[config.mk]
export PLATFORM = sky130hd
export DESIGN_NAME = dds_if_frequency_lock
export DESIGN_NICKNAME = d
export VERILOG_FILES = /design/src/dds_ifl_pkg.sv /design/src/dds_if_frequency_lock.sv
export SDC_FILE = /design/constraint.sdc
export NUM_CORES = 1
export LEC_CHECK = 0
export BUFFER_PORTS_ARGS = -buffer_cell sky130_fd_sc_hd__clkbuf_2
export CAP_MARGIN = 5
export CORE_MARGIN = 2
export CORE_UTILIZATION = 25
export DETAILED_ROUTE_END_ITERATION = 8
export PLACE_DENSITY = 0.38
export SLEW_MARGIN = 0
export SYNTH_ARGS = -nofsm -noshare
export SYNTH_HDL_FRONTEND = slang
export SYNTH_SLANG_ARGS = --single-unit
[constraint.sdc]
create_clock -name i_clk -period 14.2 [get_ports i_clk]
set_clock_uncertainty 0.05 [all_clocks]
set_input_delay 0.71 -clock i_clk [delete_from_list [all_inputs] [get_ports i_clk]]
set_output_delay 0.71 -clock i_clk [all_outputs]
set_load 0.01 [all_outputs]
[src/dds_ifl_pkg.sv]
// Shared types and constants of the IF frequency lock controller.
package dds_ifl_pkg;

    // Control modes, one-hot
    typedef enum logic [4:0] {
        MODE_WAIT   = 5'b00001,
        MODE_COARSE = 5'b00010,
        MODE_COMP   = 5'b00100,
        MODE_HOLD   = 5'b01000,
        MODE_ERR    = 5'b10000
    } t_mode;

    // Codes reported in loop_state
    localparam logic [2:0] LOOP_WAIT   = 3'd0;
    localparam logic [2:0] LOOP_COARSE = 3'd1;
    localparam logic [2:0] LOOP_COMP   = 3'd2;
    localparam logic [2:0] LOOP_HOLD   = 3'd3;
    localparam logic [2:0] LOOP_ERR    = 3'd4;

    // Register indexes (byte address is 4 times the index)
    localparam logic [2:0] REG_MIN_INPUT  = 3'd0;
    localparam logic [2:0] REG_MAX_INPUT  = 3'd1;
    localparam logic [2:0] REG_TARGET_IF  = 3'd2;
    localparam logic [2:0] REG_MAX_OUTPUT = 3'd3;
    localparam logic [2:0] REG_CORR_LIMIT = 3'd4;

    // Register reset values
    localparam logic [26:0] RST_MIN_INPUT  = 27'd1000000;
    localparam logic [26:0] RST_MAX_INPUT  = 27'd30000000;
    localparam logic [26:0] RST_TARGET_IF  = 27'd100000;
    localparam logic [26:0] RST_MAX_OUTPUT = 27'd37500000;
    localparam logic [2:0]  RST_CORR_LIMIT = 3'd5;

    localparam int unsigned IN_BITS   = 96;
    localparam int unsigned OUT_BITS  = 80;
    localparam int unsigned ADDR_BITS = 5;

    localparam logic [15:0] FAULT_MAX = 16'hFFFF;
    localparam logic [2:0]  CORR_MAX  = 3'd7;

    // Input item layout, lowest field last
    typedef struct packed {
        logic [5:0]  pad;
        logic [31:0] result_seq;
        logic [26:0] if_hz;
        logic        freq_field_valid;
        logic        result_valid;
        logic        snapshot_present;
        logic [26:0] coarse_hz;
        logic        restart;
    } t_in_item;

    // Result item layout, lowest field last
    typedef struct packed {
        logic               pad;
        logic [15:0]        fault_count;
        logic signed [27:0] if_error_hz;
        logic [2:0]         corrections_done;
        logic [2:0]         loop_state;
        logic               resync_request;
        logic [26:0]        synth_hz;
        logic               write_synth;
    } t_out_item;

endpackage

[src/dds_if_frequency_lock.sv]
// Top level of the IF frequency lock controller.
//
// Each input item on the s_axis channel is one control pass; each pass
// yields exactly one result item on the m_axis channel. A restart request
// starts a coarse step that sets the oscillator to the coarse input
// frequency minus the target IF; later fresh, valid IF snapshots add the
// IF error to the oscillator until correction_limit corrections are done,
// then the loop holds. Range violations count a saturating fault and park
// the loop in the error state until the next restart.
// An item is registered in the input register, and its result is loaded
// into the output register when that register is free or being drained.
// Throughput: one item per cycle while the receiver takes results; the
// control state update is a single compare-and-add between the input and
// result registers. A stalled receiver holds the result register; the
// input register still takes one more item, and s_axis_tready drops only
// when both are full. Reset clears both stages, puts the loop in waiting
// with all counts, the oscillator frequency and the sequence mark at zero,
// and restores the register defaults. Registers must be written through
// the APB port while idle; the block itself does not enforce this.
module dds_if_frequency_lock (
    input  logic                             i_clk,
    input  logic                             i_rst_n,
    // Input pass items
    input  logic                             s_axis_tvalid,
    output logic                             s_axis_tready,
    // tdata: restart, coarse_hz[27], snapshot_present, result_valid,
    //        freq_field_valid, if_hz[27], result_seq[32], zero pad[6]
    input  logic [dds_ifl_pkg::IN_BITS-1:0]  s_axis_tdata,
    // Result items
    output logic                             m_axis_tvalid,
    input  logic                             m_axis_tready,
    // tdata: write_synth, synth_hz[27], resync_request, loop_state[3],
    //        corrections_done[3], if_error_hz[28], fault_count[16], zero pad[1]
    output logic [dds_ifl_pkg::OUT_BITS-1:0] m_axis_tdata,
    // Register port
    input  logic                             psel,
    input  logic                             penable,
    input  logic                             pwrite,
    input  logic [dds_ifl_pkg::ADDR_BITS-1:0] paddr,
    input  logic [31:0]                      pwdata,
    output logic [31:0]                      prdata,
    output logic                             pready
);

    // Configuration registers
    logic [26:0] r_min_input;
    logic [26:0] r_max_input;
    logic [26:0] r_target_if;
    logic [26:0] r_max_output;
    logic [2:0]  r_corr_limit;

    // Pipeline stages
    logic                    r_in_valid;
    dds_ifl_pkg::t_in_item   r_in_item;
    logic                    r_out_valid;
    dds_ifl_pkg::t_out_item  r_out_item;
    dds_ifl_pkg::t_out_item  n_out_item;
    logic                    advance;

    // Loop state
    dds_ifl_pkg::t_mode r_mode, n_mode;
    logic [26:0]        r_osc, n_osc;
    logic [2:0]         r_count, n_count;
    logic [31:0]        r_seen_seq, n_seen_seq;
    logic signed [27:0] r_last_err, n_last_err;
    logic [15:0]        r_faults, n_faults;

    // Datapath terms
    logic               coarse_ready;
    logic [27:0]        coarse_diff;
    logic               coarse_bad;
    logic               fresh;
    logic signed [27:0] if_err;
    logic signed [28:0] desired;
    logic               desired_bad;
    logic               write_synth;
    logic               resync;
    logic [2:0]         loop_code;
    logic [2:0]         cfg_idx;

    assign pready  = 1'b1;
    assign cfg_idx = paddr[dds_ifl_pkg::ADDR_BITS-1:2];

    // Write registers on the access phase
    always_ff @(posedge i_clk) begin
        if (!i_rst_n) begin
            r_min_input  <= dds_ifl_pkg::RST_MIN_INPUT;
            r_max_input  <= dds_ifl_pkg::RST_MAX_INPUT;
            r_target_if  <= dds_ifl_pkg::RST_TARGET_IF;
            r_max_output <= dds_ifl_pkg::RST_MAX_OUTPUT;
            r_corr_limit <= dds_ifl_pkg::RST_CORR_LIMIT;
        end else if (psel && penable && pwrite) begin
            unique case (cfg_idx)
                dds_ifl_pkg::REG_MIN_INPUT:  r_min_input  <= pwdata[26:0];
                dds_ifl_pkg::REG_MAX_INPUT:  r_max_input  <= pwdata[26:0];
                dds_ifl_pkg::REG_TARGET_IF:  r_target_if  <= pwdata[26:0];
                dds_ifl_pkg::REG_MAX_OUTPUT: r_max_output <= pwdata[26:0];
                dds_ifl_pkg::REG_CORR_LIMIT: r_corr_limit <= pwdata[2:0];
                default: begin
                end
            endcase
        end
    end

    // Read back registers
    always_comb begin
        unique case (cfg_idx)
            dds_ifl_pkg::REG_MIN_INPUT:  prdata = {5'd0, r_min_input};
            dds_ifl_pkg::REG_MAX_INPUT:  prdata = {5'd0, r_max_input};
            dds_ifl_pkg::REG_TARGET_IF:  prdata = {5'd0, r_target_if};
            dds_ifl_pkg::REG_MAX_OUTPUT: prdata = {5'd0, r_max_output};
            dds_ifl_pkg::REG_CORR_LIMIT: prdata = {29'd0, r_corr_limit};
            default:                     prdata = 32'd0;
        endcase
    end

    // Move an item on when the result register is free or being drained
    assign advance       = r_in_valid && (!r_out_valid || m_axis_tready);
    assign s_axis_tready = !r_in_valid || advance;

    // Per-pass control update
    always_comb begin
        n_mode      = r_mode;
        n_osc       = r_osc;
        n_count     = r_count;
        n_seen_seq  = r_seen_seq;
        n_last_err  = r_last_err;
        n_faults    = r_faults;
        write_synth = 1'b0;
        resync      = 1'b0;

        coarse_ready = (r_in_item.coarse_hz != 27'd0)
                    && (r_in_item.coarse_hz >= r_min_input)
                    && (r_in_item.coarse_hz <= r_max_input)
                    && (r_in_item.coarse_hz != r_target_if);
        coarse_diff  = {1'b0, r_in_item.coarse_hz} - {1'b0, r_target_if};
        coarse_bad   = (r_in_item.coarse_hz < r_target_if)
                    || (coarse_diff > {1'b0, r_max_output});

        fresh   = r_in_item.snapshot_present && r_in_item.result_valid
               && r_in_item.freq_field_valid && (r_in_item.if_hz != 27'd0)
               && (r_in_item.result_seq != r_seen_seq);
        if_err  = $signed({1'b0, r_in_item.if_hz}) - $signed({1'b0, r_target_if});
        desired = $signed({2'b00, r_osc}) + $signed({if_err[27], if_err});
        desired_bad = desired[28] || (desired == 29'sd0)
                   || (desired[27:0] > {1'b0, r_max_output});

        // Restart drops back to a coarse step in this pass
        if (r_in_item.restart) begin
            n_count    = 3'd0;
            n_last_err = 28'sd0;
            n_mode     = dds_ifl_pkg::MODE_COARSE;
        end

        if (n_mode == dds_ifl_pkg::MODE_COARSE) begin
            if (coarse_ready) begin
                if (coarse_bad) begin
                    if (r_faults != dds_ifl_pkg::FAULT_MAX) n_faults = r_faults + 16'd1;
                    n_mode = dds_ifl_pkg::MODE_ERR;
                end else begin
                    n_osc       = coarse_diff[26:0];
                    write_synth = 1'b1;
                    n_count     = 3'd0;
                    n_last_err  = 28'sd0;
                    n_seen_seq  = r_in_item.snapshot_present ? r_in_item.result_seq : 32'd0;
                    resync      = 1'b1;
                    n_mode      = dds_ifl_pkg::MODE_COMP;
                end
            end
        end else if (n_mode == dds_ifl_pkg::MODE_COMP) begin
            if (fresh) begin
                n_seen_seq = r_in_item.result_seq;
                n_last_err = if_err;
                if (desired_bad) begin
                    if (r_faults != dds_ifl_pkg::FAULT_MAX) n_faults = r_faults + 16'd1;
                    n_mode = dds_ifl_pkg::MODE_ERR;
                end else begin
                    n_osc       = desired[26:0];
                    write_synth = 1'b1;
                    if (r_count != dds_ifl_pkg::CORR_MAX) n_count = r_count + 3'd1;
                    if (n_count >= r_corr_limit) begin
                        n_mode = dds_ifl_pkg::MODE_HOLD;
                    end else begin
                        resync = 1'b1;
                    end
                end
            end
        end
    end

    // Report code of the new mode
    always_comb begin
        unique case (n_mode)
            dds_ifl_pkg::MODE_WAIT:   loop_code = dds_ifl_pkg::LOOP_WAIT;
            dds_ifl_pkg::MODE_COARSE: loop_code = dds_ifl_pkg::LOOP_COARSE;
            dds_ifl_pkg::MODE_COMP:   loop_code = dds_ifl_pkg::LOOP_COMP;
            dds_ifl_pkg::MODE_HOLD:   loop_code = dds_ifl_pkg::LOOP_HOLD;
            dds_ifl_pkg::MODE_ERR:    loop_code = dds_ifl_pkg::LOOP_ERR;
            default:                  loop_code = dds_ifl_pkg::LOOP_WAIT;
        endcase
    end

    // Assemble the result item
    always_comb begin
        n_out_item                  = '0;
        n_out_item.write_synth      = write_synth;
        n_out_item.synth_hz         = n_osc;
        n_out_item.resync_request   = resync;
        n_out_item.loop_state       = loop_code;
        n_out_item.corrections_done = n_count;
        n_out_item.if_error_hz      = n_last_err;
        n_out_item.fault_count      = n_faults;
    end

    // Input register
    always_ff @(posedge i_clk) begin
        if (!i_rst_n) begin
            r_in_valid <= 1'b0;
        end else if (s_axis_tready) begin
            r_in_valid <= s_axis_tvalid;
        end
    end

    always_ff @(posedge i_clk) begin
        if (s_axis_tready && s_axis_tvalid) begin
            r_in_item <= dds_ifl_pkg::t_in_item'(s_axis_tdata);
        end
    end

    // Result register and loop state advance together
    always_ff @(posedge i_clk) begin
        if (!i_rst_n) begin
            r_out_valid <= 1'b0;
            r_mode      <= dds_ifl_pkg::MODE_WAIT;
            r_osc       <= 27'd0;
            r_count     <= 3'd0;
            r_seen_seq  <= 32'd0;
            r_last_err  <= 28'sd0;
            r_faults    <= 16'd0;
        end else if (advance) begin
            r_out_valid <= 1'b1;
            r_mode      <= n_mode;
            r_osc       <= n_osc;
            r_count     <= n_count;
            r_seen_seq  <= n_seen_seq;
            r_last_err  <= n_last_err;
            r_faults    <= n_faults;
        end else if (m_axis_tready) begin
            r_out_valid <= 1'b0;
        end
    end

    always_ff @(posedge i_clk) begin
        if (advance) begin
            r_out_item <= n_out_item;
        end
    end

    assign m_axis_tvalid = r_out_valid;
    assign m_axis_tdata  = r_out_item;

endmodule

==> run metrics, run 1 <==
Worst EP arrival 9.86 ns; clock group share of total power between 40% and 50%; Avg Synthesized Cell Area 9.10 sq um; Die Y 303 um; placeable core area 88600 sq um; Leakage Power 10.6 nW; num rows between 100 and 150; hpwl dp 62900 um; vias per std cell roughly 5.0; number of fill cells 9337; Worst Setup Start Kind flip-flop; Fin. Hold Viols 0; DRT Pass-1 Iters 5; final core occ about 30%; die width about 300 um; Post-synth EDFFs 169; Peak VDD IR 64.5 uV; Mapped Area 22400 sq um; number of global-route vias before repair roughly 19k; grt ovf 0; Final #Nets 3005; cts hold-fix bufs 0; Sequential Power Share 41.2%; FF+latch count, synth approximately 400; clk_lat worst skew 0.62 ns; CTS tree built; fin crit period 9.40 ns; internal power 2.18 mW; yosys warns 0; Placed Cells approximately 3.8k; WP data required 14.66 ns; RSZ-0062 raised after global routing no; Min-Delay Path Class in2reg; Initial Util 25.3%; max-cap violations 0; GP Congestion 0.897; Ports 255; all-layer global routing usage 17.6%; Sink Count 393; main flop type after synthesis dfxtp_1; Cells after Synth ~2.5k; pwr dens 114 nW/um^2; fmax 0.106 GHz; PortBufs 234; CP max FO 29; FFs w/ async S/R, synth 0%; Slew HR 31.5%; number of DRC markers in iteration 0 roughly 1.3k; WL/cell 21.4 um; Final period util 66.2%; die area 92000 sq um; Remaining DRCs 0; Setup Crit Path Kind reg2reg; Comb pwr share between 10% and 20%; first-pass GRT wire length 121000 um; Setup Buffers After CTS 0; clk root buf clkbuf_16; Slew @ Worst Pin between 1 and 1.5 ns; count of cell types in the netlist 80; sw frac 27.7%; total design power 3.02 mW; share of cells above drive strength 1 14.0%; status finished clean; Setup TNS Final 0 ns; Critical Path Slowest Stage Cell nor4_1; Slew Viols, Final 0; P&R area growth vs syn 18.5%; Post-Layout Cell Count 3872; post-route ant nets 0; delay of the slowest critical-path stage 0.85 ns; final setup vio count 0; CTS Buf Count 51; post-cts gate resize count 0; # H-tree levels 2; Clock Path Buffers 3; number of antenna diodes 0; clk slew on worst S/H paths approximately 0.06 ns; largest net degree at the start of global routing 79; detailed-route wire length 82800 um; Net Sw Power between 0.8 and 0.9 mW; initial antenna violation count 3; vias post-DR approximately 19k; Setup crit end kind flip-flop; register area share after synthesis 42.7%
==> cell type report <==
type	count	area, sq um	share of cell area (%)
Sequential cell	393	9560	36.0
Timing Repair Buffer	257	1340	5.06
Clock inverter	30	350	1.32
Tap cell	1165	1460	5.49
Clock buffer	65	1400	5.27
Multi-Input combinational cell	1814	11900	44.7
Inverter	148	561	2.11
==> metrics by stage <==
stage                     hold WS, ns  cell area, sq um  setup slack (ns)
after CTS                       0.180             26500              4.89
final                           0.220             26500              4.80
after global routing            0.195             26500              4.29
after floorplan                 0.382             22400              7.02
after global placement          0.389             24800              5.06
after detailed placement        0.402             24800              4.93
==> worst max-delay path: cells and delay by family, from the launching register on <==
kind                     cells  cell delay, ns
AO/OA/AOI/OAI               16            4.85
adder cells (fa/ha/maj)      4            1.35
buffers and inverters        3            0.49
flip-flops                   1            0.52
AND/OR/NAND/NOR              8            1.97
==> metal layers <==
metal / share of wire, % / routed length [um] / GRT usage, % / up-vias
met2: 45 / 37500 / 28.2 / 536
met4: 2.5 / 2060 / 4.96 / 4
met1: 47 / 39200 / 24.8 / 9389
met5: 0.022 / 18 / 0 / -
li1: - / - / - / 9376
met3: 4.9 / 4090 / 2.28 / 112
==> synth_stat cells (all sizes together) (57+ instances only) <==
cell    instances  area share [%]
nand2         386             6.5
dfxtp         224              20
a21oi         213             4.8
ha            197              11
edfxtp        169              23
inv           148             2.5
nor2          115             1.9
o21ai          98             2.2
a22oi          93             3.1
clkbuf         85             1.4
nand3          79             1.8
xor2           64             2.5
a21o           57             1.9
==> registers in the layout, summed over array words and instances, names as in the netlist <==
register       flops
r_count            3
r_osc             27
r_in_item         90
r_seen_seq        32
r_in_valid         1
r_max_output      27
r_corr_limit       3
r_max_input       27
r_mode             5
m_axis_tvalid      1
r_min_input       27
m_axis_tdata      79
r_last_err        28
r_faults          16
r_target_if       27
==> path summary, 6_finish.rpt <==
check	startpoint	end	slack, ns	depth (start not counted)
setup / recovery	r_target_if[0]	r_osc[7]	4.80	31
setup reg to reg	r_target_if[0]	r_osc[7]	4.80	31
hold reg to reg	r_seen_seq[29]	r_seen_seq[29]	0.41	2
hold / removal	s_axis_tdata[14]	r_in_item[14]	0.22	1
==> cells by family after synthesis <==
logic type               count (synthesis)  synth area share [%]
AND/OR/NAND/NOR                        797                  16.4
XOR/XNOR                               112                  4.38
multiplexers                             9                 0.413
buffers and inverters                  260                  4.63
other                                    2                0.0335
AO/OA/AOI/OAI                          689                  20.2
flip-flops                             393                  42.7
adder cells (fa/ha/maj)                200                  11.3
==> cells in the final DEF (no fill, tap or decap), drive strengths merged, types with 43 or more instances in the layout <==
cell / n
ha: 197
o21ai: 98
xnor2: 48
xor2: 64
clkbuf: 299
inv: 153
o211ai: 43
nor2: 115
a21o: 57
a21oi: 213
a22oi: 93
edfxtp: 169
dfxtp: 224
nand2: 386
nand3: 79
==> power groups by stage <==
stage / Clock (mW) / Combinational [mW] / Sequential (mW)
2_1_floorplan: 0 / 0.259 / 1.26
3_3_place_gp: 0 / 0.404 / 1.27
3_5_place_dp: 0 / 0.410 / 1.27
4_1_cts: 1.41 / 0.412 / 1.24
5_1_grt: 1.45 / 0.457 / 1.25
6_report: 1.36 / 0.411 / 1.24
Power figures use the tool's default switching activity.
==> run 2, diff against run 1 <==
==> constraint.sdc (replaced) <==
create_clock -name i_clk -period 8.9 [get_ports i_clk]
set_clock_uncertainty 0.05 [all_clocks]
set_input_delay 0.445 -clock i_clk [delete_from_list [all_inputs] [get_ports i_clk]]
set_output_delay 0.445 -clock i_clk [all_outputs]
set_load 0.01 [all_outputs]
==> run 2 against run 1 <==
Worst setup slack worse by 4.2 ns; core utilization is 1.1 points higher; via count grew 1.9%; combinational power up 71%; worst hold slack lost 0.19 ns; critical path type unchanged; largest cell class unchanged; first-iteration DRC count increased by 7.0%; wire length grew 1.0%.
==> run metrics, run 2 (same netlist as run 1, synthesis figures left out) <==
die width 303 um; num rows 109; Ports between 200 and 300; Leakage Power 11.1 nW; hpwl dp 63100 um; Worst EP arrival about 8.7 ns; vias per std cell around 5.0; Slew Viols, Final 0; PortBufs between 200 and 250; max-cap violations 0; post-route ant nets 0; fin crit period 8.26 ns; Setup crit end kind flip-flop; Slew HR 27.1%; uppermost routed layer met5; grt ovf 0; Initial Util between 20% and 30%; GP Congestion 0.878; WL/cell about 21 um; CP max FO 27; max reg flops 90; Buf+Inv Stages, Crit Path 4; Sequential Power Share about two fifths; number of DRC markers in iteration 0 1440; most frequent cells in the layout 385 x nand2_1, 234 x clkbuf_2, 224 x dfxtp_1; WP data required 9.37 ns; Fin. Hold Viols 0; vias post-DR 19.8k; met2 wire len between 30000 and 40000 um; delay of the slowest critical-path stage 0.49 ns; clk slew on worst S/H paths 0.06 ns; placeable core area 88600 sq um; Post-Layout Cell Count approximately 4.0k; pwr dens 174 nW/um^2; Crit path max-delay family compound AO/OA/AOI/OAI gates; Setup TNS Final 0 ns; status finished clean; Worst Setup Start Kind flip-flop; critical path's most frequent cell a21oi_1; Final period util about 93%; met3 WL 4610 um; Die Y 303 um; Comb pwr share 14.6%; Sink Count 393; DRT Pass-1 Iters 5; first-pass GRT wire length 123000 um; Setup Buffers After CTS 0; sw frac 28.0%; Setup Crit Path Kind reg2reg; die area 92000 sq um; metal1 wirelength 39300 um; Min-Delay Path Class in2reg; initial antenna violation count 2; Final #Nets 3107; Clock Path Buffers 3; RSZ-0062 raised after global routing no; P&R area growth vs syn 22.9%; clk_lat worst skew 0.62 ns; detailed-route wire length 83600 um; all-layer global routing usage 17.8%; Final Instance Area between 20000 and 30000 sq um; CTS Buf Count 52; Largest Register r_in_item; share of cells above drive strength 1 13.7%; largest net degree at the start of global routing 80; final setup vio count 0; clk root buf clkbuf_16; Net Sw Power 1.34 mW; number of global-route vias before repair 19.3k; fmax 0.121 GHz; Slew @ Worst Pin 1.08 ns; final hold slack ~0.034 ns; Placed Cells 3790; CTS tree built; Critical Path Slowest Stage Cell or4_1; # H-tree levels 2; internal power 3.46 mW; clock group share of total power about 44%; Placed Area between 20000 and 25000 sq um; Remaining DRCs 0; commonest non-fill, non-tap cell in the layout nand2_1; Peak VDD IR 140 uV
## run 2: final cells by class
class,count,area (sq um)
Clock inverter,26,267
Multi-Input combinational cell,1814,11900
Sequential cell,393,9560
Timing Repair Buffer,358,2350
Antenna cell,2,5.00
Clock buffer,71,1450
Tap cell,1165,1460
Fill cell,9291,61100
Inverter,148,561
## run 2: path summary, 6_finish.rpt
| check | startpoint | to | slack, ns | depth (start not counted) |
|---|---|---|---|---|
| max reg2reg | r_in_item[31] | r_faults[4] | 0.64 | 32 |
| max | r_in_item[31] | r_faults[4] | 0.64 | 32 |
| min reg2reg | r_last_err[0] | r_last_err[0] | 0.41 | 2 |
| min | s_axis_tdata[51] | r_in_item[51] | 0.03 | 1 |
## run 2: repair_timing
item	CTS	global route
hold endpoints to repair	88	0
endpoints found under the setup margin	0	4
hold buffers	88	0
resized for setup	0	1
## run 2: power groups by stage
stage	Clock [mW]	Sequential [mW]	Combinational (mW)
floorplan	0	2.01	0.413
global placement	0	2.02	0.660
detailed placement	0	2.02	0.668
CTS	2.19	1.99	0.703
global route	2.26	1.99	0.777
finish	2.12	1.99	0.701
## run 2: layer usage
metal	up-vias	GRT usage (%)
met3	101	3.43
met4	4	5.10
met1	9582	24.6
met2	527	28.2
li1	9578	-
met5	-	0
## run 2: per-stage QoR
stage | setup WS (ns) | total power [mW] | utilization (%)
2_1_floorplan | 1.72 | 2.42 | -
3_3_place_gp | 0.523 | 2.68 | 28.1
3_5_place_dp | 0.564 | 2.69 | 28.1
4_1_cts | 0.516 | 4.88 | 31.0
5_1_grt | 0.0486 | 5.03 | 31.1
6_report | 0.643 | 4.81 | 31.1
